## src/sv/ptq_pkg.sv

```systemverilog
// ============================================================================
// ptq_pkg - shared types for the priority task queue
// Operation codes, controller states and the command / status bundles that
// pass between the sequencer and the datapath.
// ============================================================================
package ptq_pkg;

  localparam int TAG_IN_W = 8;
  localparam int PRIO_W   = 8;
  localparam int TIME_W   = 32;
  localparam int OP_W     = 2;

  typedef enum logic [OP_W-1:0] {
    OP_INSERT = 2'd0,
    OP_POP    = 2'd1,
    OP_QUERY  = 2'd2,
    OP_NOP    = 2'd3
  } op_t;

  typedef enum logic [3:0] {
    ST_IDLE,
    ST_DECIDE,
    ST_SCAN,
    ST_SHIFT,
    ST_SWEEP,
    ST_DRAIN1,
    ST_DRAIN2,
    ST_WR_NEW,
    ST_FINISH
  } state_t;

  typedef enum logic [2:0] {
    IDX_HOLD,
    IDX_ZERO,
    IDX_ONE,
    IDX_LAST,
    IDX_INC,
    IDX_DEC
  } idx_op_t;

  typedef enum logic [1:0] {
    POS_HOLD,
    POS_ZERO,
    POS_LEN,
    POS_SCAN
  } pos_op_t;

  typedef enum logic [1:0] {
    RK_SCAN,
    RK_SHIFT,
    RK_POP,
    RK_QRY
  } rd_kind_t;

  typedef struct packed {
    logic     capture;
    idx_op_t  idx_op;
    logic     rd;
    rd_kind_t rd_kind;
    pos_op_t  pos_op;
    logic     wr_new;
    logic     finish;
  } cmd_t;

  typedef struct packed {
    op_t  op;
    logic len_zero;
    logic full;
    logic urgent_hit;
    logic len_one;
    logic scan_hit;
    logic scan_tail;
    logic idx_at_pos;
    logic idx_at_last;
    logic out_free;
  } sts_t;

endpackage

```

## src/sv/ptq_ram.sv

```systemverilog
// ============================================================================
// ptq_ram - generic single-write, single-read RAM
// One write port, one read port with registered read data.
// ============================================================================
module ptq_ram #(
  parameter int WIDTH = 8,
  parameter int DEPTH = 16
) (
  input  logic                     clk,
  input  logic                     we,
  input  logic [$clog2(DEPTH)-1:0] waddr,
  input  logic [WIDTH-1:0]         wdata,
  input  logic [$clog2(DEPTH)-1:0] raddr,
  output logic [WIDTH-1:0]         rdata
);

  logic [WIDTH-1:0] mem [DEPTH];
  logic [WIDTH-1:0] rdata_r;

  always_ff @(posedge clk) begin
    if (we) begin
      mem[waddr] <= wdata;
    end
    rdata_r <= mem[raddr];
  end

  assign rdata = rdata_r;

endmodule

```

## src/sv/ptq_dp.sv

```systemverilog
// ============================================================================
// ptq_dp - priority task queue datapath
// Entry RAM, length and index counters, read pipeline, slack compare and
// result register.
// ============================================================================
module ptq_dp #(
  parameter int QUEUE_DEPTH = 16,
  parameter int TAG_BITS    = 8
) (
  input  logic                                clk,
  input  logic                                rst_n,
  input  ptq_pkg::cmd_t                       cmd,
  output ptq_pkg::sts_t                       sts,
  input  logic                                cfg_valid,
  input  logic [ptq_pkg::PRIO_W-1:0]          cfg_data,
  input  logic [ptq_pkg::OP_W-1:0]            in_operation,
  input  logic [ptq_pkg::TAG_IN_W-1:0]        in_task_tag,
  input  logic [ptq_pkg::PRIO_W-1:0]          in_task_priority,
  input  logic [ptq_pkg::TIME_W-1:0]          in_task_deadline,
  input  logic [ptq_pkg::TIME_W-1:0]          in_current_time,
  input  logic                                out_ready,
  output logic                                out_valid,
  output logic [ptq_pkg::TAG_IN_W-1:0]        out_result_tag,
  output logic                                out_result_valid,
  output logic                                out_insert_dropped,
  output logic [$clog2(QUEUE_DEPTH+1)-1:0]    out_entry_count
);

  localparam int AW     = $clog2(QUEUE_DEPTH);
  localparam int CNT_W  = $clog2(QUEUE_DEPTH + 1);
  localparam int TW     = ptq_pkg::TIME_W;
  localparam int PW     = ptq_pkg::PRIO_W;
  localparam int WORD_W = TAG_BITS + PW + 1 + TW;

  // configuration and queue length
  logic [PW-1:0]    urgent_r;
  logic [CNT_W-1:0] len_r, len_nxt;
  logic [CNT_W-1:0] idx_r, idx_nxt;
  logic [CNT_W-1:0] pos_r, pos_nxt;

  // captured item
  ptq_pkg::op_t     op_r;
  logic [TAG_BITS-1:0] tag_r;
  logic [PW-1:0]    prio_r;
  logic             hasdl_r;
  logic [TW-1:0]    diff_r;
  logic [TW-1:0]    now_r;

  // read pipeline
  logic                  rd_vld_r;
  ptq_pkg::rd_kind_t     rd_kind_r;
  logic [CNT_W-1:0]      rd_idx_r;
  logic [WORD_W-1:0]     rdata;
  logic [TAG_BITS-1:0]   rd_tag;
  logic [PW-1:0]         rd_prio;
  logic                  rd_hasdl;
  logic [TW-1:0]         rd_diff;

  // slack stage and running best
  logic                sv_r;
  logic [TW-1:0]       slack_r;
  logic [TAG_BITS-1:0] stag_r;
  logic                found_r;
  logic [TW-1:0]       best_r;
  logic [TAG_BITS-1:0] rtag_r;

  // result register
  logic                          out_valid_r;
  logic [ptq_pkg::TAG_IN_W-1:0]  out_tag_r;
  logic                          out_rvalid_r;
  logic                          out_drop_r;
  logic [CNT_W-1:0]              out_cnt_r;

  // write port
  logic              we;
  logic [AW-1:0]     waddr;
  logic [WORD_W-1:0] wdata;
  logic [CNT_W-1:0]  rd_idx_up, rd_idx_dn, len_m1;

  logic prio_gt, last_data, full, len_zero;
  logic pop_ok, qry_ok, ins_ok, res_valid, out_free;

  assign rd_tag   = rdata[WORD_W-1 -: TAG_BITS];
  assign rd_prio  = rdata[TW+1 +: PW];
  assign rd_hasdl = rdata[TW];
  assign rd_diff  = rdata[TW-1:0];

  assign len_m1    = len_r - CNT_W'(1);
  assign rd_idx_up = rd_idx_r + CNT_W'(1);
  assign rd_idx_dn = rd_idx_r - CNT_W'(1);
  assign prio_gt   = rd_prio > prio_r;
  assign last_data = rd_idx_r == len_m1;
  assign full      = len_r == CNT_W'(QUEUE_DEPTH);
  assign len_zero  = len_r == '0;
  assign out_free  = !out_valid_r || out_ready;

  always_comb begin
    sts.op          = op_r;
    sts.len_zero    = len_zero;
    sts.full        = full;
    sts.urgent_hit  = prio_r == urgent_r;
    sts.len_one     = len_r == CNT_W'(1);
    sts.scan_hit    = rd_vld_r && (rd_kind_r == ptq_pkg::RK_SCAN) && (prio_gt || last_data);
    sts.scan_tail   = !prio_gt;
    sts.idx_at_pos  = idx_r == pos_r;
    sts.idx_at_last = idx_r == len_m1;
    sts.out_free    = out_free;
  end

  // write port: new entry, or move a read entry one place up or down
  always_comb begin
    we    = 1'b0;
    waddr = pos_r[AW-1:0];
    wdata = rdata;
    if (cmd.wr_new) begin
      we    = 1'b1;
      wdata = {tag_r, prio_r, hasdl_r, diff_r};
    end else if (rd_vld_r && rd_kind_r == ptq_pkg::RK_SHIFT) begin
      we    = 1'b1;
      waddr = rd_idx_up[AW-1:0];
    end else if (rd_vld_r && rd_kind_r == ptq_pkg::RK_POP && rd_idx_r != '0) begin
      we    = 1'b1;
      waddr = rd_idx_dn[AW-1:0];
    end
  end

  ptq_ram #(
    .WIDTH (WORD_W),
    .DEPTH (QUEUE_DEPTH)
  ) u_ram (
    .clk   (clk),
    .we    (we),
    .waddr (waddr),
    .wdata (wdata),
    .raddr (idx_r[AW-1:0]),
    .rdata (rdata)
  );

  always_comb begin
    case (cmd.idx_op)
      ptq_pkg::IDX_ZERO: idx_nxt = '0;
      ptq_pkg::IDX_ONE:  idx_nxt = CNT_W'(1);
      ptq_pkg::IDX_LAST: idx_nxt = len_m1;
      ptq_pkg::IDX_INC:  idx_nxt = idx_r + CNT_W'(1);
      ptq_pkg::IDX_DEC:  idx_nxt = idx_r - CNT_W'(1);
      default:           idx_nxt = idx_r;
    endcase
  end

  always_comb begin
    case (cmd.pos_op)
      ptq_pkg::POS_ZERO: pos_nxt = '0;
      ptq_pkg::POS_LEN:  pos_nxt = len_r;
      ptq_pkg::POS_SCAN: pos_nxt = prio_gt ? rd_idx_r : len_r;
      default:           pos_nxt = pos_r;
    endcase
  end

  assign ins_ok    = (op_r == ptq_pkg::OP_INSERT) && !full;
  assign pop_ok    = (op_r == ptq_pkg::OP_POP) && !len_zero;
  assign qry_ok    = (op_r == ptq_pkg::OP_QUERY) && found_r;
  assign res_valid = pop_ok || qry_ok;

  always_comb begin
    len_nxt = len_r;
    if (ins_ok) begin
      len_nxt = len_r + CNT_W'(1);
    end else if (pop_ok) begin
      len_nxt = len_m1;
    end
  end

  // control state
  always_ff @(posedge clk) begin
    if (!rst_n) begin
      urgent_r    <= '0;
      len_r       <= '0;
      idx_r       <= '0;
      pos_r       <= '0;
      rd_vld_r    <= 1'b0;
      sv_r        <= 1'b0;
      found_r     <= 1'b0;
      out_valid_r <= 1'b0;
    end else begin
      if (cfg_valid) begin
        urgent_r <= cfg_data;
      end
      idx_r    <= idx_nxt;
      pos_r    <= pos_nxt;
      rd_vld_r <= cmd.rd;
      sv_r     <= rd_vld_r && (rd_kind_r == ptq_pkg::RK_QRY) && rd_hasdl;
      if (cmd.capture) begin
        found_r <= 1'b0;
      end else if (sv_r && (!found_r || slack_r < best_r)) begin
        found_r <= 1'b1;
      end
      if (cmd.finish && out_free) begin
        out_valid_r <= 1'b1;
        len_r       <= len_nxt;
      end else if (out_ready) begin
        out_valid_r <= 1'b0;
      end
    end
  end

  // payload
  always_ff @(posedge clk) begin
    if (cmd.capture) begin
      op_r    <= ptq_pkg::op_t'(in_operation);
      tag_r   <= TAG_BITS'(in_task_tag);
      prio_r  <= in_task_priority;
      hasdl_r <= |in_task_deadline;
      diff_r  <= in_task_deadline - in_current_time;
      now_r   <= in_current_time;
    end
    rd_kind_r <= cmd.rd_kind;
    rd_idx_r  <= idx_r;
    slack_r   <= rd_diff - now_r;
    stag_r    <= rd_tag;
    if (cmd.capture) begin
      rtag_r <= '0;
    end else if (rd_vld_r && rd_kind_r == ptq_pkg::RK_POP && rd_idx_r == '0) begin
      rtag_r <= rd_tag;
    end else if (sv_r && (!found_r || slack_r < best_r)) begin
      rtag_r <= stag_r;
      best_r <= slack_r;
    end
    if (cmd.finish && out_free) begin
      out_tag_r    <= res_valid ? ptq_pkg::TAG_IN_W'(rtag_r) : '0;
      out_rvalid_r <= res_valid;
      out_drop_r   <= (op_r == ptq_pkg::OP_INSERT) && full;
      out_cnt_r    <= len_nxt;
    end
  end

  assign out_valid          = out_valid_r;
  assign out_result_tag     = out_tag_r;
  assign out_result_valid   = out_rvalid_r;
  assign out_insert_dropped = out_drop_r;
  assign out_entry_count    = out_cnt_r;

endmodule

```

## src/sv/ptq_ctrl.sv

```systemverilog
// ============================================================================
// ptq_ctrl - priority task queue sequencer
// Steps each operation through scan, shift and sweep phases and issues
// commands to the datapath.
// ============================================================================
module ptq_ctrl (
  input  logic          clk,
  input  logic          rst_n,
  input  logic          in_valid,
  output logic          in_ready,
  input  ptq_pkg::sts_t sts,
  output ptq_pkg::cmd_t cmd
);

  ptq_pkg::state_t state_r, state_nxt;

  always_ff @(posedge clk) begin
    if (!rst_n) begin
      state_r <= ptq_pkg::ST_IDLE;
    end else begin
      state_r <= state_nxt;
    end
  end

  always_comb begin
    state_nxt   = state_r;
    in_ready    = 1'b0;
    cmd.capture = 1'b0;
    cmd.idx_op  = ptq_pkg::IDX_HOLD;
    cmd.rd      = 1'b0;
    cmd.rd_kind = ptq_pkg::RK_SCAN;
    cmd.pos_op  = ptq_pkg::POS_HOLD;
    cmd.wr_new  = 1'b0;
    cmd.finish  = 1'b0;
    case (state_r)
      ptq_pkg::ST_IDLE: begin
        in_ready = 1'b1;
        if (in_valid) begin
          cmd.capture = 1'b1;
          state_nxt   = ptq_pkg::ST_DECIDE;
        end
      end
      ptq_pkg::ST_DECIDE: begin
        case (sts.op)
          ptq_pkg::OP_INSERT: begin
            if (sts.full) begin
              state_nxt = ptq_pkg::ST_FINISH;
            end else if (sts.len_zero) begin
              cmd.pos_op = ptq_pkg::POS_ZERO;
              state_nxt  = ptq_pkg::ST_WR_NEW;
            end else if (sts.urgent_hit) begin
              cmd.pos_op = ptq_pkg::POS_ZERO;
              cmd.idx_op = ptq_pkg::IDX_LAST;
              state_nxt  = ptq_pkg::ST_SHIFT;
            end else if (sts.len_one) begin
              cmd.pos_op = ptq_pkg::POS_LEN;
              state_nxt  = ptq_pkg::ST_WR_NEW;
            end else begin
              cmd.idx_op = ptq_pkg::IDX_ONE;
              state_nxt  = ptq_pkg::ST_SCAN;
            end
          end
          ptq_pkg::OP_POP, ptq_pkg::OP_QUERY: begin
            if (sts.len_zero) begin
              state_nxt = ptq_pkg::ST_FINISH;
            end else begin
              cmd.idx_op = ptq_pkg::IDX_ZERO;
              state_nxt  = ptq_pkg::ST_SWEEP;
            end
          end
          default: begin
            state_nxt = ptq_pkg::ST_FINISH;
          end
        endcase
      end
      ptq_pkg::ST_SCAN: begin
        // stop at the first later entry of lower rank, or at the tail
        if (sts.scan_hit) begin
          cmd.pos_op = ptq_pkg::POS_SCAN;
          if (sts.scan_tail) begin
            state_nxt = ptq_pkg::ST_WR_NEW;
          end else begin
            cmd.idx_op = ptq_pkg::IDX_LAST;
            state_nxt  = ptq_pkg::ST_SHIFT;
          end
        end else begin
          cmd.rd      = 1'b1;
          cmd.rd_kind = ptq_pkg::RK_SCAN;
          cmd.idx_op  = ptq_pkg::IDX_INC;
        end
      end
      ptq_pkg::ST_SHIFT: begin
        cmd.rd      = 1'b1;
        cmd.rd_kind = ptq_pkg::RK_SHIFT;
        if (sts.idx_at_pos) begin
          state_nxt = ptq_pkg::ST_DRAIN1;
        end else begin
          cmd.idx_op = ptq_pkg::IDX_DEC;
        end
      end
      ptq_pkg::ST_SWEEP: begin
        cmd.rd      = 1'b1;
        cmd.rd_kind = (sts.op == ptq_pkg::OP_POP) ? ptq_pkg::RK_POP : ptq_pkg::RK_QRY;
        if (sts.idx_at_last) begin
          state_nxt = ptq_pkg::ST_DRAIN1;
        end else begin
          cmd.idx_op = ptq_pkg::IDX_INC;
        end
      end
      ptq_pkg::ST_DRAIN1: begin
        state_nxt = ptq_pkg::ST_DRAIN2;
      end
      ptq_pkg::ST_DRAIN2: begin
        state_nxt = (sts.op == ptq_pkg::OP_INSERT) ? ptq_pkg::ST_WR_NEW : ptq_pkg::ST_FINISH;
      end
      ptq_pkg::ST_WR_NEW: begin
        cmd.wr_new = 1'b1;
        state_nxt  = ptq_pkg::ST_FINISH;
      end
      ptq_pkg::ST_FINISH: begin
        cmd.finish = 1'b1;
        if (sts.out_free) begin
          state_nxt = ptq_pkg::ST_IDLE;
        end
      end
      default: begin
        state_nxt = ptq_pkg::ST_IDLE;
      end
    endcase
  end

endmodule

```

## src/sv/priority_task_queue_edf_top.sv

```systemverilog
// ============================================================================
// priority_task_queue_edf_top - bounded ordered task queue with EDF query
// Insert, pop-head and earliest-deadline query over a RAM-held task list.
// ============================================================================
// One operation is in flight at a time. Insert and pop keep the queue in
// order by moving entries through a single RAM with one read and one write
// port, one entry per cycle; the query sweeps the queue once. An insert that
// moves entries reaches them, wherever its slot lies, with a forward scan that
// stops at the slot and a move towards the tail that covers the rest. A new
// item is taken once the previous result has been written into the output
// register, even if that beat has not been taken yet; while that beat waits,
// the next result holds in the last step. The entry RAM is not cleared; only
// entries below the length are ever read. The urgent priority code is written
// through the cfg channel, which is always ready and should be used only while
// the queue is idle.
// ============================================================================
module priority_task_queue_edf_top #(
  parameter int QUEUE_DEPTH = 16,
  parameter int TAG_BITS    = 8
) (
  input  logic                               clk,
  input  logic                               rst_n,
  // configuration
  input  logic                               cfg_valid,
  output logic                               cfg_ready,
  input  logic [ptq_pkg::PRIO_W-1:0]         cfg_data,
  // operation beats
  input  logic                               in_valid,
  output logic                               in_ready,
  input  logic [ptq_pkg::OP_W-1:0]           in_operation,
  input  logic [ptq_pkg::TAG_IN_W-1:0]       in_task_tag,
  input  logic [ptq_pkg::PRIO_W-1:0]         in_task_priority,
  input  logic [ptq_pkg::TIME_W-1:0]         in_task_deadline,
  input  logic [ptq_pkg::TIME_W-1:0]         in_current_time,
  // result beats
  output logic                               out_valid,
  input  logic                               out_ready,
  output logic [ptq_pkg::TAG_IN_W-1:0]       out_result_tag,
  output logic                               out_result_valid,
  output logic                               out_insert_dropped,
  output logic [$clog2(QUEUE_DEPTH+1)-1:0]   out_entry_count
);

  ptq_pkg::cmd_t cmd;
  ptq_pkg::sts_t sts;

  // the register write never has to wait
  assign cfg_ready = 1'b1;

  // sequencer: walks each operation through its phases
  ptq_ctrl u_ctrl (
    .clk      (clk),
    .rst_n    (rst_n),
    .in_valid (in_valid),
    .in_ready (in_ready),
    .sts      (sts),
    .cmd      (cmd)
  );

  // datapath: entry RAM, counters, slack compare, result register
  ptq_dp #(
    .QUEUE_DEPTH (QUEUE_DEPTH),
    .TAG_BITS    (TAG_BITS)
  ) u_dp (
    .clk                (clk),
    .rst_n              (rst_n),
    .cmd                (cmd),
    .sts                (sts),
    .cfg_valid          (cfg_valid),
    .cfg_data           (cfg_data),
    .in_operation       (in_operation),
    .in_task_tag        (in_task_tag),
    .in_task_priority   (in_task_priority),
    .in_task_deadline   (in_task_deadline),
    .in_current_time    (in_current_time),
    .out_ready          (out_ready),
    .out_valid          (out_valid),
    .out_result_tag     (out_result_tag),
    .out_result_valid   (out_result_valid),
    .out_insert_dropped (out_insert_dropped),
    .out_entry_count    (out_entry_count)
  );

endmodule

```

## config.mk

```make
export PLATFORM = sky130hd
export DESIGN_NAME = priority_task_queue_edf_top
export DESIGN_NICKNAME = d
export VERILOG_FILES = /design/src/sv/ptq_pkg.sv /design/src/sv/ptq_ram.sv /design/src/sv/ptq_dp.sv /design/src/sv/ptq_ctrl.sv /design/src/sv/priority_task_queue_edf_top.sv
export SDC_FILE = /design/constraint.sdc
export NUM_CORES = 1
export LEC_CHECK = 0
export BUFFER_PORTS_ARGS = -buffer_cell sky130_fd_sc_hd__buf_2
export CORE_MARGIN = 5
export CORE_UTILIZATION = 44
export CTS_BUF_LIST = sky130_fd_sc_hd__clkbuf_8 sky130_fd_sc_hd__clkbuf_16
export CTS_CLUSTER_SIZE = 25
export DETAILED_ROUTE_END_ITERATION = 10
export PLACE_DENSITY = 0.6
export SLEW_MARGIN = 20
export SYNTH_ARGS = -nofsm -noshare
export SYNTH_HDL_FRONTEND = slang
export SYNTH_SLANG_ARGS = --single-unit
export TNS_END_PERCENT = 1
```

## constraint.sdc

```tcl
create_clock -name clk -period 4.7 [get_ports clk]
set_clock_uncertainty 0.05 [all_clocks]
set_input_delay 0.94 -clock clk [delete_from_list [all_inputs] [get_ports clk]]
set_output_delay 0.94 -clock clk [all_outputs]
set_load 0.01 [all_outputs]
```

## Yosys cells after proc, flatten, opt, wreduce, memory -nomap -nowiden

Memory sizes are Yosys's and may differ from the RTL's. A register that Yosys moved wholly into a read port is not among the register bits.
Cells that the tools add are included.

| storage, ports and cells | value |
|---|---|
| memories kept | 1 |
| input port bits | 95 |
| register bits | 216 |
| bits in writable memories | 784 |
| logic and storage cells | 166 |
| output and inout port bits | 18 |

| cells by class | value |
|---|---|
| mux-type cells | 58 |
| reductions and logical operators | 37 |
| bitwise operators | 3 |
| $lt $le $gt $ge | 2 |
| eq/ne operators | 32 |
| add/subtract/negate cells | 8 |

Memories:

| name | depth | width | rd ports | clocked after memory_dff | wr ports | RTL line | RTL |
|---|---|---|---|---|---|---|---|
| u_dp.u_ram.mem | 16 | 49 | 1 | 1 | 1 | ptq_ram.sv:17 | `logic [WIDTH-1:0] mem [DEPTH];` |

Operators by type and width:

| kind | number |
|---|---|
| $sub A32 B32 Y32 | 2 |
| $mux W4 | 13 |
| $mux W49 | 1 |
| $pmux W4 S9 | 1 |
| $lt A32 B32 Y1 | 1 |
| $reduce_or A32 Y1 | 1 |
| $mux W3 | 9 |
| $pmux W5 S5 | 1 |
| $eq A4 B3 Y1 const B | 4 |
| $mux W2 | 8 |
| $mux W8 | 2 |
| $eq A5 B5 Y1 | 3 |
| $mux W5 | 3 |
| $pmux W5 S3 | 1 |
| $logic_and A1 B1 Y1 | 14 |
| $mux W1 | 14 |
| $pmux W3 S4 | 1 |
| $add A5 B1 Y5 const B | 2 |
| $eq A2 B2 Y1 const B | 5 |
| $logic_not A5 Y1 | 2 |
| $reduce_bool A5 Y1 | 2 |
| $sub A5 B1 Y5 const B | 2 |
| $pmux W3 S3 | 1 |
| $eq A4 B2 Y1 const B | 2 |
| 27 further kinds | 45 |

## Longest topological paths before layout

Gate-level depths: netlist (run 1).

| logic depth | value |
|---|---|
| depth after elaboration | 9 |
| depth in mapped cells | 13 |
| mapped depth without buffers | 12 |

## Cells and area by module

Synthesis (run 1) repeated with hierarchy kept, for this count alone.

| unflattened totals | value |
|---|---|
| cells, all modules | 2538 |
| area total of the unflattened synthesis | 43161.4 sq um |

By module, submodules not included:

| module | seq. area each (sq um) | cells each | area an instance (sq um) | instances |
|---|---|---|---|---|
| ptq_ram | 24523.5 | 1268 | 30332.8 | 1 |
| ptq_dp | 5545.3 | 1184 | 12261.8 | 1 |
| ptq_ctrl | 80.1 | 84 | 555.5 | 1 |
| priority_task_queue_edf_top | 0.0 | 2 | 11.3 | 1 |

## Worst setup path after synthesis (run 1)

OpenSTA, ideal clock, no wires.

| timing | value |
|---|---|
| path kind | register to register |
| from | register u_dp.best_r[17] |
| to | register u_dp.best_r[0] (enable) |
| data arrival time | 4.413 ns |
| slack | -0.231 ns |
| buffers on the path | 1 |
| library setup time | 0.468 ns |
| stages on the path, launching flop included | 12 |
| period minus slack after synthesis | 4.931 ns |
| data required time | 4.182 ns |
| path through | edfxtp_1 -> inv_1 -> ha_1 -> a21o_1 -> a21o_1 -> a21oi_1 -> nor2_1 -> a2111oi_0 -> o41ai_1 -> a211o_1 -> buf_2 -> nor3b_1 |

| between the ends | value |
|---|---|
| cells in the longest elaborated chain, start to end | 4 |

RTL lines:

| element | RTL line | RTL |
|---|---|---|
| from (decl) | ptq_dp.sv:64 | `logic [TW-1:0] best_r;` |
| from (signal assigned) | ptq_dp.sv:226 | `best_r <= slack_r;` |
| $lt A32 B32 Y1 | ptq_dp.sv:224 | `end else if (sv_r && (!found_r \|\| slack_r < best_r)) begin` |
| $logic_or A1 B1 Y1 | ptq_dp.sv:224 |  |
| $logic_and A1 B1 Y1 | ptq_dp.sv:224 |  |
| $reduce_and A3 Y1 (no line) | -- |  |

No other way between the ends.
A chain may end at the register's enable or synchronous reset.

## Final worst setup path (run 1)

| timing | value |
|---|---|
| from | register u_dp.best_r[5] |
| to | register u_dp.best_r[29] (enable) |

Same word-level chain as after synthesis.

==> metrics, run 1 <==
status finished, final reports clean; FP Rows 114; Max Transition Viols Final 0; grt peak-use layer met2; vias per cell 5.53; most common cell in the synthesized netlist edfxtp_1; Yosys warning count 0; final setup fails 0; routability congestion estimate 0.853; top cells by count, synth edfxtp_1, mux4_2, inv_1; leak pwr 0.0168 uW; die width 323 um; WL final 95500 um; slew margin rel. 33.4%; Pwr Density 521 nW/um2; Fin Setup TNS 0 ps; First DRT Iteration DRCs 2216; slew at the pin closest to its max-slew limit 999 ps; antenna viol nets, final 0; r2r setup slk 1020 ps; FF-to-FF Start u_dp.best_r[5]; initial antenna violation count 0; R2R cell count 10; CTS tree built; IO buf count 111; met3 usage 2.50%; Setup crit start kind register; Critical Path RT 4940 ps; Crit. Startpoint u_dp.best_r[5]; area grow syn2layout 14.1%; Initial Util 44.4%; vias in the first global route 22900; total CTS buffers 105; Hold Buf Count CTS 0; post-synth top area share 63.8%; post-DP HPWL 55200 um; Fin. Hold Viols 0; Synth Register Bits 1049; Finished Layout Cells 3941; average routed wire per standard cell 24.2 um; GR Util met2 31.7%; RSZ-0062 raised after global routing no; Max Cap Violations 0; Clock Sinks 1049; DP Cell Count 3743; Root Driver clkbuf_16; Critical Path Fanout Max 32; # resized after CTS 0; crit path kind register to register; clk slew on worst S/H paths 60 ps; worst hold path type register to register; met1 Use GR 24.2%; GRT overflow 0; crit path cell chain inv_1, ha_1, a21o_1, a21o_1, a2111oi_0, o21ai_0, and3_1, a211o_1, nor3b_4, buf_4; CP max stage cell a211o_1; Max clock buf depth 3; largest net degree at the start of global routing 103; crit end category register; H-tree levels 3; Via Count 21800; Yosys cell types 74; post-synthesis sequential area ratio 70.1%; Tmin final 3680 ps; # IOs 113; crit share post-route 78.2%; biggest area consumer among synthesized cells edfxtp_1; max incr delay on CP 580 ps; drt pass-1 iters 6; FF-to-FF End u_dp.best_r[29]; total track usage 18.3%; synth top area cells edfxtp_1, mux4_2, dfxtp_1; Post-CTS Setup Repair Bufs 0; Async SR Flop Fraction 0%; nets@finish 2787; Die Ht 323 um; FMAX 272 MHz; Max rail drop VDD 300 uV; crit path to u_dp.best_r[29]; Syn Nets 2612; Most common cell on crit path a21o_1; layout cells sized above 1 23.9%; syn avg cell area 17.9 um2; Worst EP arrival 3910 ps; Post-route DRC 0; EDFF count, synth 914; Cell Area, Synth 43000 um2; core area 96900 um2; global-route wire length before repair 144000 um; worst-skew pair later-pin latency 660 ps; die area 104000 um2; cell count after synthesis 2399; top_reg_cell synth edfxtp_1
[worst min-delay path by stage]
stage / from / to / slack, ps / depth (start not counted)
after detailed placement: u_dp.u_ram.rdata[46] / u_dp.stag_r[5] / 310 / 0
after global routing: u_dp.u_ram.rdata[48] / u_dp.stag_r[7] / 330 / 0
after global placement: u_dp.u_ram.rdata[46] / u_dp.stag_r[5] / 310 / 0
after floorplan: u_dp.idx_r[0] / u_dp.rd_idx_r[0] / 280 / 0
final: u_dp.u_ram.rdata[46] / u_dp.stag_r[5] / 310 / 0
after CTS: u_dp.u_ram.rdata[46] / u_dp.stag_r[5] / 310 / 0
[report_power, final]
group	leakage, uW	switching (uW)	internal (uW)	total (uW)
logic	0.00558	2900	2420	5310
registers	0.00939	514	11500	12000
clock network	0.00180	3470	4750	8220
total	0.0168	6880	18700	25600
[layer usage]
metal	share of wire, %	wire (um)
met3	4.4	4220
met4	3.2	3100
met1	41	39600
met5	0	0
met2	51	48600
[metrics by stage]
stage	power, uW	util [%]	worst slack [ps]	hold slack [ps]	cell area, um2
global placement	17400	47.1	728	309	45600
global route	26800	50.7	868	327	49100
finish	25600	50.7	1020	314	49100
floorplan	16000	-	33.6	279	43000
detailed placement	17600	47.1	698	309	45600
CTS	25900	50.7	987	313	49100
[registers in the layout, summed over array words and instances, names as in the netlist, 32 cells and up]
| register | flops |
|---|---|
| u_dp.slack_r | 32 |
| u_dp.best_r | 32 |
| u_dp.diff_r | 32 |
| u_dp.now_r | 32 |
| u_dp.u_ram.mem | 784 |
| u_dp.u_ram.rdata | 49 |
[worst max-delay path, delay by kind of cell (launching register included)]
family                   cells  cell delay [ps]
AO/OA/AOI/OAI                5             1650
buffers and inverters        2              500
AND/OR/NAND/NOR              2              490
flip-flops                   1              370
adder cells (fa/ha/maj)      1              240
[area by class of cell]
| type | count | area (um2) |
|---|---|---|
| diodes | 1 | 2.50 |
| clock buffers | 112 | 2740 |
| clock inverters | 85 | 704 |
| fillers | 7692 | 47800 |
| inverters | 138 | 518 |
| multi-input cells | 1118 | 12100 |
| flip-flops and latches | 1049 | 30200 |
| well taps | 1276 | 1600 |
| repair buffers | 162 | 1220 |
[cell families (layout without fill, tap and decap cells)]
family                   count (synthesis)  after routing  share of synthesized area, %
AO/OA/AOI/OAI                          282            282                          4.35
XOR/XNOR                                92             92                          1.94
adder cells (fa/ha/maj)                118            118                          3.48
buffers and inverters                  232            497                          2.05
flip-flops                            1049           1049                          70.1
multiplexers                           309            309                          14.4
other                                    1              2                       0.00872
AND/OR/NAND/NOR                        316            316                          3.66
[layout by cell type (no fill, tap or decap), types with 6 or more instances in the layout]
master	Yosys	layout
a211oi_1	17	17
a21boi_1	6	6
a21o_1	40	40
a21oi_1	83	83
and3_1	9	9
buf_12	0	22
buf_2	4	111
buf_4	1	28
bufinv_16	0	10
clkbuf_16	0	106
clkbuf_8	0	6
clkinv_1	0	17
clkinv_2	0	20
dfxtp_1	135	131
edfxtp_1	914	914
ha_1	115	115
inv_1	138	166
mux2_2	44	44
mux2i_1	20	20
mux4_2	245	245
nand2_1	82	82
nand2b_1	16	16
nand3_1	18	17
nand4_1	19	19
nor2_1	82	66
nor2_4	0	16
nor2b_1	35	35
nor3_1	11	11
nor4_1	14	14
o211ai_1	8	8
o21a_1	15	15
o21ai_0	37	36
o21ai_1	9	10
o21bai_1	13	13
xnor2_1	59	59
xor2_1	31	31
(Power assumes the default switching activity.)
==> run 2, diff against run 1 <==
PLACE_DENSITY = 0.58   (was 0.6)
clock period = 3.6 ns   (was 4.7 ns; I/O delays follow)
==> run 2 against run 1 <==
Cell count rose by 0.99%; register-to-register slack lost 760 ps; global-route usage is 0.43 points higher; critical path depth up 2; sequential power is 31% higher; die area unchanged; non-clock buffer count up 30; clock-buffer cell count grew 9; cell area rose by 1.4%; via count up 1.5%; critical path type unchanged; largest power group unchanged; highest routed layer unchanged.
==> metrics, run 2 (synthesis gave the netlist of run 1 again) <==
CP max stage cell nor4_1; Biggest register u_dp.u_ram.mem; die area 104000 um2 (unchanged); commonest cells after routing, fill and taps aside edfxtp_1, mux4_2, inv_1, dfxtp_1, ha_1; total CTS buffers 109 (+3.8%); r2r setup slk 260 ps (-760 ps); layout cells sized above 1 25.0% (+1.1 points); slew margin rel. 33.8% (+0.36 points); vias per cell 5.56 (+0.53%); Post-CTS Setup Repair Bufs 0 (unchanged); Fin. Hold Viols 0 (unchanged); post-DP HPWL 58600 um (+6.1%); Tmin final 3340 ps (-337 ps); slew at the pin closest to its max-slew limit 993 ps (-5.41 ps); FF-to-FF Start u_dp.now_r[14]; antenna cells 0 (-1); largest net degree at the start of global routing 112 (+8.7%); post-route cell area 49800 um2 (+1.4%); drt pass-1 iters 6 (unchanged); average routed wire per standard cell 24.6 um (+1.4%); fillers 7704 (+0.16%); WL final 97800 um (+2.4%); nets@finish 2821 (+1.2%); GR Util met2 32.9% (+1.3 points); Worst EP arrival 3870 ps (-40 ps); worst-skew pair later-pin latency 680 ps (+20 ps); area grow syn2layout 15.7%; initial antenna violation count 0 (unchanged); crit path to u_dp.slack_r[31]; Critical Path Fanout Max 5 (-84%); DP Cell Count 3773 (+0.80%); Via Count 22100 (+1.5%); Max Cap Violations 0 (unchanged); Largest register FFs 784 (unchanged); First DRT Iteration DRCs 2031 (-8.3%); total track usage 18.8% (+0.43 points); crit end category register; max incr delay on CP 490 ps (-90 ps); commonest non-fill, non-tap cell in the layout edfxtp_1; R2R cell count 12 (+2); Max Transition Viols Final 0 (unchanged); Die Ht 323 um (unchanged); crit share post-route 92.8% (+15 points); CTS tree built; routability congestion estimate 0.898 (+5.2%); IO buf count 111 (unchanged); leak pwr 0.0171 uW (+1.8%); H-tree levels 3 (unchanged); met1 Use GR 24.6% (+0.41 points); Pwr Density 682 nW/um2 (+31%); Pwr Total 34000 uW (+33%); Post-route DRC 0 (unchanged); Max rail drop VDD 381 uV (+27%); die width 323 um (unchanged); Setup crit start kind register; antenna viol nets, final 0 (unchanged); Initial Util 44.4% (unchanged); RSZ-0062 raised after global routing no; FP Rows 114 (unchanged); Most common cell on crit path o211ai_1; Clock Sinks 1049 (unchanged); grt peak-use layer met2; FMAX 299 MHz (+10%); FF-to-FF End u_dp.slack_r[31]; crit path kind register to register; worst hold path type primary input to register; Root Driver clkbuf_16; vias in the first global route 23100 (+0.85%); Crit. Startpoint u_dp.now_r[14]; global-route wire length before repair 147000 um (+2.0%); Finished Layout Cells 3980 (+0.99%); # resized after CTS 0 (unchanged); Hold Buf Count CTS 0 (unchanged); status finished, final reports clean; Max clock buf depth 3 (unchanged); GRT overflow 0 (unchanged); final setup fails 0 (unchanged); Critical Path RT 4130 ps (-810 ps); clk slew on worst S/H paths 60 ps (about the same); met3 usage 2.77% (+0.28 points); area post-placement 46100 um2 (+1.1%); crit path cell chain inv_1, ha_1, nand4_1, nor4_1, buf_4, o211ai_1, a31oi_1, o21ai_1, o211ai_1, a31o_2, a21oi_1, xnor2_1; core area 96900 um2 (unchanged); # IOs 113 (unchanged)
-- run 2: worst min path at each step --
stage,startpoint,endpoint,slack (ps),cells after the start
2_1_floorplan,u_dp.idx_r[0],u_dp.rd_idx_r[0],280,0
3_3_place_gp,u_dp.u_ram.rdata[46],u_dp.stag_r[5],310,0
3_5_place_dp,u_dp.u_ram.rdata[44],u_dp.stag_r[3],310,0
4_1_cts,in_task_priority[2],u_dp.prio_r[2],130,1
5_1_grt,in_task_tag[0],u_dp.tag_r[0],140,1
6_report,in_task_tag[0],u_dp.tag_r[0],170,1
-- run 2: through the flow --
step,hold slack [ps],setup slack (ps),util (%),TNS (ps)
2_1_floorplan,279,-286,-,-152410
3_3_place_gp,311,103,47.6,0
3_5_place_dp,307,80.0,47.6,0
4_1_cts,126,268,51.4,0
5_1_grt,144,36.3,51.4,0
6_report,169,261,51.4,0
-- run 2: where the power goes --
group / internal, uW / switching (uW) / total (uW)
Sequential: 15000 / 641 / 15700
Clock: 6620 / 4610 / 11200
Combinational: 3190 / 3880 / 7070
Total: 24800 / 9130 / 34000
-- run 2: worst max-delay path: cells and delay by family, from the launching register on --
family / cells / cell delay (ps)
AOI/OAI and AO/OA: 6 / 1350
xor gates and xnor gates: 1 / 180
DFF: 1 / 390
buffers and inverters: 2 / 250
and+or+nand+nor: 2 / 660
adders and majority gates: 1 / 360
-- run 2: layout make-up --
type | instances | area [um2] | area share [%]
Sequential cell | 1049 | 30200 | 60.6
Clock buffer | 121 | 2890 | 5.81
Timing Repair Buffer | 192 | 1700 | 3.42
Clock inverter | 86 | 767 | 1.54
Multi-Input combinational cell | 1118 | 12100 | 24.4
Tap cell | 1276 | 1600 | 3.21
Inverter | 138 | 518 | 1.04
-- run 2: routing by layer --
| metal | vias to the layer above | wire length, um |
|---|---|---|
| li1 | 9916 | - |
| met1 | 11500 | 40400 |
| met2 | 554 | 50700 |
| met3 | 132 | 4540 |
| met4 | 0 | 2210 |
| met5 | - | 0 |
==> run 3, diff against run 2 <==
CORE_UTILIZATION = 55   (was 44)
CTS_BUF_LIST = not set   (was sky130_fd_sc_hd__clkbuf_8 sky130_fd_sc_hd__clkbuf_16)
PLACE_DENSITY = 0.7   (was 0.58)
==> run 3 against run 2 <==
Fmax is 1.4% higher; worst hold slack better by 13 ps; cell area decreased by 2.0%; first-iteration DRC count grew 4.7%; combinational power about the same; register-to-register slack better by 40 ps; highest routed layer unchanged.
==> metrics, run 3 (synthesis gave the netlist of run 1 again) <==
status finished, final reports clean; drt pass-1 iters 7 (+1); worst hold start in_task_priority[2]; initial antenna violation count 0 (unchanged); First DRT Iteration DRCs 2127 (+4.7%); crit end category register; Fin. Hold Viols 0 (unchanged); total CTS buffers 104 (-4.6%); IO buf count 111 (unchanged); crit path kind register to register; leak pwr 0.0166 uW (-2.5%); vias per cell 6.01 (+8.1%); nets@finish 2799 (-0.78%); Critical Path RT 4130 ps (about the same); Post-route DRC 0 (unchanged); Min-Delay Path Depth 1 (unchanged); worst hold path type primary input to register; Post-CTS Setup Repair Bufs 0 (unchanged); antenna cells 0 (unchanged); die width 290 um (-10%); average routed wire per standard cell 25.3 um (+2.8%); max incr delay on CP 580 ps (+90 ps); Tmin final 3290 ps (-44.7 ps); FF-to-FF End u_dp.slack_r[28]; antenna viol nets, final 0 (unchanged); Root Driver clkbuf_16; Crit. Startpoint u_dp.u_ram.rdata[0]; area grow syn2layout 13.4%; post-DP HPWL 54600 um (-6.8%); crit share post-route 91.5% (-1.2 points); Max clock buf depth 3 (unchanged); global-route wire length before repair 141000 um (-3.8%); FMAX 304 MHz (+1.4%); H-tree levels 3 (unchanged); commonest non-fill, non-tap cell in the layout edfxtp_1; Pwr Total 32900 uW (-3.1%); GRT overflow 0 (unchanged); Biggest register u_dp.u_ram.mem; die area 83900 um2 (-19%); FF-to-FF Start u_dp.u_ram.rdata[0]; Largest register FFs 784 (unchanged); slew at the pin closest to its max-slew limit 1110 ps (+112 ps); Worst Hold Slack 182 ps (+12.5 ps); Max Transition Viols Final 0 (unchanged); total track usage 22.5% (+3.7 points); Pwr Density 674 nW/um2 (-1.2%); Clock Sinks 1049 (unchanged); # resized after CTS 0 (unchanged); # IOs 113 (unchanged); R2R cell count 12 (unchanged); core area 77500 um2 (-20%); largest net degree at the start of global routing 147 (+31%); routability congestion estimate 0.856 (-4.7%); RSZ-0062 raised after global routing no; Die Ht 290 um (-10%); final setup fails 0 (unchanged); commonest cells after routing, fill and taps aside edfxtp_1, mux4_2, inv_1, dfxtp_1, ha_1; vias in the first global route 22800 (-1.3%); Max Cap Violations 0 (unchanged); Via Count 22300 (+0.94%); crit path cell chain inv_1, ha_1, fa_1, nand2b_1, a21oi_1, a211oi_1, o211ai_1, a221oi_1, o21ai_1, o21a_1, nor2_1, xnor2_1; FP Rows 102 (-11%); r2r setup slk 310 ps (+40 ps); Setup crit start kind register; worst-skew pair later-pin latency 670 ps (about the same); post-layout util 63.0% (+12 points); WL final 94000 um (-3.9%); Max rail drop VDD 659 uV (+73%); hold worst-path end u_dp.prio_r[2]; Initial Util 55.5% (+11 points); Hold Buf Count CTS 0 (unchanged); clk slew on worst S/H paths 60 ps (about the same); Worst EP arrival 3820 ps (-50 ps); slew margin rel. 26.3% (-7.5 points); CTS tree built; layout cells sized above 1 24.1% (-0.88 points); Critical Path Fanout Max 3 (-2); CP max stage cell a221oi_1
-- run 3: cell types whose count changed in the layout (fill, tap and decap cells not counted), moves of 2 or more --
cell,change
clkbuf_16,-4
clkinv_16,-2
inv_6,+3
bufinv_16,-10
buf_4,-4
inv_1,-30
clkinv_8,+2
buf_12,-13
clkinv_1,-5
clkinvlp_4,-3
clkbuf_1,+39
-- run 3: layout make-up --
cell class / instances / area, um2
Clock buffer: 157 / 2950
Clock inverter: 41 / 310
Fill cell: 5447 / 28700
Inverter: 138 / 518
Multi-Input combinational cell: 1118 / 12100
Sequential cell: 1049 / 30200
Tap cell: 1040 / 1300
Timing Repair Buffer: 175 / 1410
-- run 3: power by group --
| group | internal [uW] | switching [uW] | total [uW] | leakage (uW) |
|---|---|---|---|---|
| Combinational | 3190 | 3850 | 7040 | 0.00566 |
| Sequential | 15000 | 614 | 15600 | 0.00939 |
| Clock | 5830 | 4410 | 10200 | 0.00160 |
| Total | 24000 | 8870 | 32900 | 0.0166 |
-- run 3: worst max-delay path: cells and delay by family, from the launching register on --
kind                       cells  cell delay, ps
AOI/OAI and AO/OA              6            1970
xor gates and xnor gates       1             120
adders and majority gates      2             400
buffers and inverters          1              80
DFF                            1             360
and+or+nand+nor                2             240
-- run 3: worst max path at each step --
| stage | to | slack (ps) | cells past startpoint |
|---|---|---|---|
| 5_1_grt | u_dp.u_ram.mem[6][7] | 90 | 12 |
| 6_report | u_dp.slack_r[28] | 310 | 12 |
| 4_1_cts | u_dp.slack_r[28] | 330 | 12 |
| 2_1_floorplan | u_dp.u_ram.mem[4][0] | -290 | 11 |
| 3_3_place_gp | u_dp.diff_r[21] | 80 | 11 |
| 3_5_place_dp | u_dp.diff_r[21] | -3 | 10 |
-- run 3: metal layers --
metal  GRT usage [%]  wire length (um)  share of wire (%)  vias up
li1                -                 -                  -     9877
met1            31.0             37800                 40    11600
met2            38.3             48600                 52      756
met3            3.16              5270                5.6      127
met4            6.24              2350                2.5        0
met5               0                 0                  0        -
-- run 3: through the flow --
stage / instance area [um2] / worst slack [ps] / instances / setup TNS [ps]
floorplan: 43100 / -286 / 2399 / -152410
global placement: 45500 / 77.6 / 3520 / 0
detailed placement: 45500 / -2.53 / 3520 / -2.53
CTS: 48800 / 330 / 3718 / 0
global route: 48800 / 89.2 / 3718 / 0
finish: 48800 / 306 / 3718 / 0
